$ cat config.mk
export PLATFORM = sky130hd
export DESIGN_NAME = base64_stream_codec
export DESIGN_NICKNAME = d
export VERILOG_FILES = /design/src/rtl/b64c_pkg.sv /design/src/rtl/b64c_core.sv /design/src/rtl/b64c_emit.sv /design/src/rtl/base64_stream_codec.sv
export SDC_FILE = /design/constraint.sdc
export NUM_CORES = 1
export LEC_CHECK = 0
export BUFFER_PORTS_ARGS = -buffer_cell sky130_fd_sc_hd__buf_2
export CAP_MARGIN = 20
export CORE_ASPECT_RATIO = 0.7
export CORE_MARGIN = 2
export CORE_UTILIZATION = 55
export DETAILED_ROUTE_END_ITERATION = 16
export GPL_TIMING_DRIVEN = 0
export PLACE_DENSITY = 0.72
export REMOVE_ABC_BUFFERS = 1
export SLEW_MARGIN = 20
export SYNTH_ARGS = -nofsm -noshare
export SYNTH_HDL_FRONTEND = slang
export SYNTH_HIERARCHICAL = 1
export SYNTH_SLANG_ARGS = --single-unit
export TNS_END_PERCENT = 5
$ cat constraint.sdc
create_clock -name clock -period 5.7 [get_ports clock]
set_clock_uncertainty 0.15 [all_clocks]
set_input_delay 0.285 -clock clock [delete_from_list [all_inputs] [get_ports clock]]
set_output_delay 0.285 -clock clock [all_outputs]
set_load 0.01 [all_outputs]
$ cat src/rtl/b64c_pkg.sv
package b64c_pkg;

   // most beats one item can cause: four characters on the last byte
   localparam int unsigned MaxBeats = 4;

   localparam logic [7:0] PAD_CHAR = 8'h3D;

   localparam logic MODE_ENCODE = 1'b0;
   localparam logic MODE_DECODE = 1'b1;

   // one result beat
   typedef struct packed {
      logic [7:0] out_byte;
      logic       has_data;
      logic       end_of_stream;
   } beat_type;

   // all result beats of one item, slot 0 goes out first
   typedef struct packed {
      beat_type [MaxBeats-1:0] beat;
      logic [$clog2(MaxBeats+1)-1:0] count;
   } batch_type;

   // decoded character: ok low means it stops decoding
   typedef struct packed {
      logic       ok;
      logic [5:0] val;
   } sextet_type;

   // six-bit value to alphabet character
   function automatic logic [7:0] sextet_char(input logic [5:0] v);
      logic [7:0] w;
      w = {2'b00, v};
      if (v < 6'd26) begin
         return w + 8'h41;
      end else if (v < 6'd52) begin
         return w + 8'h47;
      end else if (v < 6'd62) begin
         return w - 8'd4;
      end else if (v == 6'd62) begin
         return 8'h2B;
      end else begin
         return 8'h2F;
      end
   endfunction

   // alphabet character to six-bit value
   function automatic sextet_type char_sextet(input logic [7:0] c);
      sextet_type s;
      s = '0;
      if (c >= 8'h41 && c <= 8'h5A) begin
         s.ok  = 1'b1;
         s.val = 6'(c - 8'h41);
      end else if (c >= 8'h61 && c <= 8'h7A) begin
         s.ok  = 1'b1;
         s.val = 6'(c - 8'h47);
      end else if (c >= 8'h30 && c <= 8'h39) begin
         s.ok  = 1'b1;
         s.val = 6'(c + 8'd4);
      end else if (c == 8'h2B) begin
         s.ok  = 1'b1;
         s.val = 6'd62;
      end else if (c == 8'h2F) begin
         s.ok  = 1'b1;
         s.val = 6'd63;
      end
      return s;
   endfunction

endpackage

$ cat src/rtl/b64c_core.sv
module b64c_core (
   input  logic                clock,
   input  logic                reset,
   input  logic                csr_we,
   input  logic                csr_wdata,
   input  logic                fire,
   input  logic [7:0]          in_byte,
   input  logic                in_last,
   output b64c_pkg::batch_type batch
);

   logic        mode_ff;
   logic [11:0] acc_ff, acc_in;
   logic [2:0]  pend_ff, pend_in;
   logic [1:0]  cnt_ff, cnt_in;
   logic        stop_ff, stop_in;

   // encode path
   logic [11:0] enc_acc;
   logic [3:0]  enc_p;
   logic        enc_two;
   logic [5:0]  enc_c0, enc_c1, enc_tail;
   logic [2:0]  enc_rest;
   logic        enc_tail_on;
   logic [1:0]  enc_n, enc_cnt, enc_pads;
   logic [2:0]  enc_total;
   logic [5:0]  enc_sx [3];

   // decode path
   b64c_pkg::sextet_type dec_sx;
   logic [11:0] dec_acc;
   logic [3:0]  dec_p;
   logic        dec_emit, dec_live;
   logic [7:0]  dec_byte;
   logic [2:0]  dec_rest;

   // encode: append the byte, take one or two characters, tail and padding on last
   always_comb begin
      enc_acc     = {acc_ff[3:0], in_byte};
      enc_p       = {1'b0, pend_ff} + 4'd8;
      enc_two     = enc_p >= 4'd12;
      enc_c0      = 6'(enc_acc >> (enc_p - 4'd6));
      enc_c1      = 6'(enc_acc >> (enc_p - 4'd12));
      enc_rest    = enc_two ? 3'(enc_p - 4'd12) : 3'(enc_p - 4'd6);
      enc_tail_on = in_last && enc_rest != 3'd0 && enc_rest < 3'd6;
      enc_tail    = 6'(enc_acc << (3'd6 - enc_rest));
      enc_n       = 2'd1 + {1'b0, enc_two} + {1'b0, enc_tail_on};
      enc_cnt     = cnt_ff + enc_n;
      enc_pads    = 2'd0 - enc_cnt;
      enc_total   = {1'b0, enc_n} + {1'b0, enc_pads};
      if (enc_total > 3'd4) begin
         enc_total = 3'd4;
      end
      enc_sx[0] = enc_c0;
      enc_sx[1] = enc_two ? enc_c1 : enc_tail;
      enc_sx[2] = enc_tail;
   end

   // decode: append the sextet, a byte out once eight bits are pending
   always_comb begin
      dec_sx   = b64c_pkg::char_sextet(in_byte);
      dec_acc  = {acc_ff[5:0], dec_sx.val};
      dec_p    = {1'b0, pend_ff} + 4'd6;
      dec_emit = dec_p >= 4'd8;
      dec_byte = 8'(dec_acc >> (dec_p - 4'd8));
      dec_rest = dec_emit ? 3'(dec_p - 4'd8) : 3'(dec_p);
      dec_live = !stop_ff && dec_sx.ok;
   end

   // result beats and next stream state
   always_comb begin
      batch   = '0;
      acc_in  = acc_ff;
      pend_in = pend_ff;
      cnt_in  = cnt_ff;
      stop_in = stop_ff;
      if (mode_ff == b64c_pkg::MODE_ENCODE) begin
         acc_in  = enc_acc;
         pend_in = enc_rest;
         cnt_in  = enc_cnt;
         batch.count = in_last ? enc_total : {1'b0, enc_n};
         for (int k = 0; k < b64c_pkg::MaxBeats; k++) begin
            if (k < 3 && 2'(k) < enc_n) begin
               batch.beat[k].out_byte = b64c_pkg::sextet_char(enc_sx[k < 3 ? k : 0]);
            end else begin
               batch.beat[k].out_byte = b64c_pkg::PAD_CHAR;
            end
            batch.beat[k].has_data = 1'b1;
            batch.beat[k].end_of_stream = in_last && (3'(k) == enc_total - 3'd1);
         end
      end else begin
         if (!stop_ff && !dec_sx.ok) begin
            stop_in = 1'b1;
         end
         if (dec_live) begin
            acc_in  = dec_acc;
            pend_in = dec_rest;
         end
         if (dec_live && dec_emit) begin
            batch.count = 3'd1;
            batch.beat[0].out_byte = dec_byte;
            batch.beat[0].has_data = 1'b1;
         end
         if (in_last) begin
            // a bare end marker when the last character gives no byte
            batch.count = 3'd1;
            batch.beat[0].end_of_stream = 1'b1;
         end
      end
      if (in_last) begin
         acc_in  = '0;
         pend_in = '0;
         cnt_in  = '0;
         stop_in = 1'b0;
      end
   end

   // mode and stream state, a mode write starts a fresh stream
   always_ff @(posedge clock) begin
      if (reset) begin
         mode_ff <= b64c_pkg::MODE_ENCODE;
         acc_ff  <= '0;
         pend_ff <= '0;
         cnt_ff  <= '0;
         stop_ff <= 1'b0;
      end else if (csr_we) begin
         mode_ff <= csr_wdata;
         acc_ff  <= '0;
         pend_ff <= '0;
         cnt_ff  <= '0;
         stop_ff <= 1'b0;
      end else if (fire) begin
         acc_ff  <= acc_in;
         pend_ff <= pend_in;
         cnt_ff  <= cnt_in;
         stop_ff <= stop_in;
      end
   end

endmodule

$ cat src/rtl/b64c_emit.sv
module b64c_emit (
   input  logic                clock,
   input  logic                reset,
   input  logic                fire,
   input  b64c_pkg::batch_type batch,
   output logic                load_ok,
   output logic                rsp_valid,
   input  logic                rsp_stall,
   output b64c_pkg::beat_type  rsp_beat
);

   b64c_pkg::beat_type [b64c_pkg::MaxBeats-1:0] beat_ff;
   logic [$clog2(b64c_pkg::MaxBeats+1)-1:0] rem_ff;
   logic [$clog2(b64c_pkg::MaxBeats)-1:0]   idx_ff;

   // a new batch may load once the last held beat leaves
   always_comb begin
      rsp_valid = rem_ff != '0;
      load_ok   = rem_ff == '0 || (rem_ff == 3'd1 && !rsp_stall);
      rsp_beat  = beat_ff[idx_ff];
   end

   // held beats go out one per cycle while rsp_stall is low
   always_ff @(posedge clock) begin
      if (reset) begin
         rem_ff <= '0;
         idx_ff <= '0;
      end else if (fire) begin
         rem_ff <= batch.count;
         idx_ff <= '0;
      end else if (rsp_valid && !rsp_stall) begin
         rem_ff <= rem_ff - 3'd1;
         idx_ff <= idx_ff + 2'd1;
      end
   end

   // beat payload
   always_ff @(posedge clock) begin
      if (fire) begin
         beat_ff <= batch.beat;
      end
   end

endmodule

$ cat src/rtl/base64_stream_codec.sv
// Streaming Base64 codec, standard alphabet with '=' padding.
// csr_we with csr_wdata selects the mode (0 encode, 1 decode) and starts a
// fresh stream; write it only while the block is idle.
// Request channel: req_in_byte is a data byte (encode) or a character
// (decode), req_last marks the final item of a stream. A beat is taken when
// req_valid is high and req_stall is low.
// Response channel: one character or byte per beat; rsp_has_data low marks a
// bare end marker, rsp_end_of_stream flags the last beat of the stream.
// An item enters an input register, is worked out once the output buffer can
// take its beats, and its beats then load into that output buffer. Encode
// gives one or two beats per byte (up to four on the last), decode zero or
// one; the output buffer sends one beat per cycle while rsp_stall is low, so
// sustained rate is set by the beat count of each item.
// A new item is worked out in the cycle the buffer's last beat leaves.
// While rsp_stall is high the current beat holds and, once the input
// register is full, req_stall rises. Reset empties both registers, selects
// encode mode and clears the stream state.
module base64_stream_codec (
   input  logic       clock,
   input  logic       reset,
   input  logic       csr_we,
   input  logic       csr_wdata,
   input  logic       req_valid,
   output logic       req_stall,
   input  logic [7:0] req_in_byte,
   input  logic       req_last,
   output logic       rsp_valid,
   input  logic       rsp_stall,
   output logic [7:0] rsp_out_byte,
   output logic       rsp_has_data,
   output logic       rsp_end_of_stream
);

   logic       in_valid_ff;
   logic [7:0] in_byte_ff;
   logic       in_last_ff;
   logic       load_ok, fire;
   b64c_pkg::batch_type batch;
   b64c_pkg::beat_type  rsp_beat;

   // the held item moves on once the output buffer can take its beats
   always_comb begin
      fire      = in_valid_ff && load_ok;
      req_stall = in_valid_ff && !fire;
   end

   // input register
   always_ff @(posedge clock) begin
      if (reset) begin
         in_valid_ff <= 1'b0;
      end else if (req_valid && !req_stall) begin
         in_valid_ff <= 1'b1;
      end else if (fire) begin
         in_valid_ff <= 1'b0;
      end
   end

   always_ff @(posedge clock) begin
      if (req_valid && !req_stall) begin
         in_byte_ff <= req_in_byte;
         in_last_ff <= req_last;
      end
   end

   b64c_core u_core (
      .clock     (clock),
      .reset     (reset),
      .csr_we    (csr_we),
      .csr_wdata (csr_wdata),
      .fire      (fire),
      .in_byte   (in_byte_ff),
      .in_last   (in_last_ff),
      .batch     (batch)
   );

   b64c_emit u_emit (
      .clock     (clock),
      .reset     (reset),
      .fire      (fire),
      .batch     (batch),
      .load_ok   (load_ok),
      .rsp_valid (rsp_valid),
      .rsp_stall (rsp_stall),
      .rsp_beat  (rsp_beat)
   );

   // response payload
   always_comb begin
      rsp_out_byte      = rsp_beat.out_byte;
      rsp_has_data      = rsp_beat.has_data;
      rsp_end_of_stream = rsp_beat.end_of_stream;
   end

endmodule
==> impl_metrics.toml <==
[run_status]
outcome = "complete, no violations"

[timing]
relSlewSlack_pct = 41.1
timing.final.ws_setup_ns = 0.510
rsz0062_at_grt = "false"
fmax_mhz = 193
whs_ns = 0.0371
setup_viol_count_final = 0
fin_tns_setup_ns = 0
fin_crit_sh_pct = 91.1
slew_violations = 0
worst_slew_pin_slew_ns = 0.882
period_minus_slack_ns = 5.19
finalHoldViolCount = 0

[die]
num_rows = 30
dieWidth_um = 125
die_h_um = 88.6
core_um2 = 9830
die_area_um2 = 11100
io_pins = 27
initial_core_util_pct = 57.2

[global_route]
grt_max_degree = 39
antenna_found_initial = 0
gr-total-overflow = 0
grt_pass1_wl_um = 23300
grt_usage_pct = 26.7
grt_pass1_vias = 4461

[worst_setup_path]
arrival_ns = 5.29
max_stage_delay_ns = 0.82
path_delay_family = "adder cells"
cp_max_fo = 38
endpoint_kind = "flip-flop"
critPathSlowestCell = "dfxtp_2"
startpoint = "u_core/pend_ff[1]$_SDFFE_PP0P_"
critPathLaunchType = "flip-flop"
critPathRequiredTime_ns = 5.80
path_buf_inv = 4
crit_chain = "inv_1, ha_4, inv_2, a211o_1, inv_1, ha_1, inv_1, ha_1, xnor2_1, xnor2_1, ha_1, a21o_1, or4_1, o311ai_0, nor2_1, a311oi_1"
crit_type = "flip-flop to flip-flop"
r2r_start = "u_core/pend_ff[1]$_SDFFE_PP0P_"

[synthesis]
syn_avg_cell_area_um2 = 9.29
synth-seq-cells = 67
yosys_most_used_dff = "edfxtp_1"
async_flop_share_pct = 0
yosys-top-cells-count = "49 x edfxtp_1, 41 x nand2_1, 40 x a21oi_1"
synth_most_common_cell = "edfxtp_1"
synth_top_area_cell = "edfxtp_1"
synth_cell_types = 87
yosysWarnings = 6
synth_edf_count = 49
synthTopCellsByArea = "edfxtp_1 26%, ha_1 8.7%, dfxtp_1 6.4%, mux4_2 5.2%, a21oi_1 3.6%"
synth_cells = 605
synth_top_area_share_pct = 26.2
syn_area_um2 = 5620
ys_seq_area_share_pct = 32.6

[clocking]
clock_latency_ns = 0.34
clockBufferDepth = 2
cts.sinks = 67
tritoncts.num_buffers = 9
clkTransAtPathRegs_ns = 0.06
cts_setup_buffers = 0
root_buffer = "clkbuf_16"
cts_tree = "built"
htree_num_levels = 3

[finish]
drive_above_1_share_pct = 15.6
syn2layout_area_growth_pct = 8.26
layout.nets = 664
fillers = 819
fin_area_um2 = 6080
multi_input_area_um2 = 3430
diodes = 0
seq_area_um2 = 1830

[placement]
dp_slack_ns = -0.0632
hpwl_um = 10300
placed_cell_area_um2 = 5720
gp_congestion = 0.882
numPortBuffers = 26

[detailed_routing]
drt_wl_total_um = 14700
first_pass_iters = 7
num_vias = 4909
vias_per_cell = 6.61
post-route-drc-count = 0
detail-route-antenna-nets = 0
routedWlPerCell_um = 19.8
drtIter0Drc = 512

[power]
power_w = 0.00206
p_leak_nw = 2.19
p_per_area_nw_per_um2 = 339
vdd_drop_max_uv = 188

[worst_hold_path]
hp-class = "input port to flip-flop"
hold_start = "csr_wdata"

[run]
drv_cap = 0
-- cells in the final DEF (no fill, tap or decap), types with 4 or more instances in the layout --
cell	netlist	routed
nand3_1	25	25
o211ai_1	8	8
mux4_2	13	13
a311oi_1	4	4
or3_1	6	6
o21ai_1	7	7
ha_1	39	38
and3_1	8	8
buf_2	14	26
a21oi_1	40	40
a31oi_1	12	12
dlygate4sd3_1	0	9
nand2b_1	6	6
mux2i_1	13	13
nor2_1	37	37
clkbuf_16	0	9
a211oi_1	7	7
xnor2_1	7	7
inv_2	6	6
a21o_1	5	5
nand2_1	41	41
and2_1	6	5
a211o_1	5	5
nor3_1	12	12
dfxtp_1	18	16
mux2_2	11	11
a221oi_1	5	5
xor2_1	5	5
edfxtp_1	49	49
inv_1	33	33
nor2b_1	6	6
o2bb2ai_1	10	10
o21ai_0	32	32
-- sequential cells by signal, indices dropped and copies added (netlist names) --
name            flops
u_core/cnt_ff       2
u_core/pend_ff      2
in_byte_ff          8
u_emit/beat_ff     40
u_core/mode_ff      1
u_core/acc_ff       6
in_valid_ff         1
u_core/stop_ff      1
u_emit/idx_ff       2
in_last_ff          1
u_emit/rem_ff       3
-- what timing repair did --
action / in CTS / in global routing
hold buffers: 9 / 0
hold endpoints to repair: 9 / 0
gates resized for setup: 1 / 1
endpoints found under the setup margin: 1 / 1
-- worst min-delay path, delay by kind of cell --
| kind | cells | cell delay (ns) |
|---|---|---|
| simple gates | 1 | 0.08 |
| buf+inv | 1 | 0.07 |
| mux | 1 | 0.05 |
-- per-layer routing --
layer / global-route usage [%] / wire length (um)
met1: 38.9 / 6600
met2: 42.7 / 6760
met3: 3.99 / 1210
met4: 6.67 / 150
met5: 0 / 0
-- worst paths after layout --
| path | to | slack, ns | depth (start not counted) |
|---|---|---|---|
| max | u_emit/rem_ff[0]$_SDFFE_PP0P_ | 0.51 | 16 |
| min reg2reg | u_core/acc_ff[5]$_SDFFE_PP0P_ | 0.32 | 1 |
| max reg2reg | u_emit/rem_ff[0]$_SDFFE_PP0P_ | 0.51 | 16 |
| min | u_core/mode_ff$_SDFFE_PP0P_ | 0.04 | 3 |
-- per-stage QoR --
step                util (%)  cells
CTS                     61.8    743
floorplan                  -    563
global route            61.9    743
detailed placement      58.1    718
finish                  61.9    743
global placement        57.9    717
-- kinds of logic (layout without fill, tap and decap cells) --
group | Yosys count | after routing | share of synthesized area (%)
mux | 40 | 40 | 10.6
buf+inv | 86 | 94 | 6.81
other cells | 1 | 3 | 0.0667
simple gates | 171 | 171 | 15.6
xor+xnor | 12 | 12 | 1.87
fa+ha+maj | 39 | 39 | 8.68
flops | 67 | 67 | 32.6
compound gates | 189 | 189 | 23.8
-- power by group --
group          switching [W]  internal [W]
Sequential         0.0000995      0.000646
Clock               0.000213      0.000293
Combinational       0.000478      0.000332
Total               0.000790       0.00127
-- area by class of cell --
cell class              instances  share of cell area [%]
multi-input cells             454                    56.3
flip-flops and latches         67                    30.1
clock inverters                 5                   0.514
clock buffers                  11                    3.82
inverters                      42                    2.61
repair buffers                 36                    3.95
well taps                     128                    2.63
Power figures use the tool's default switching activity.
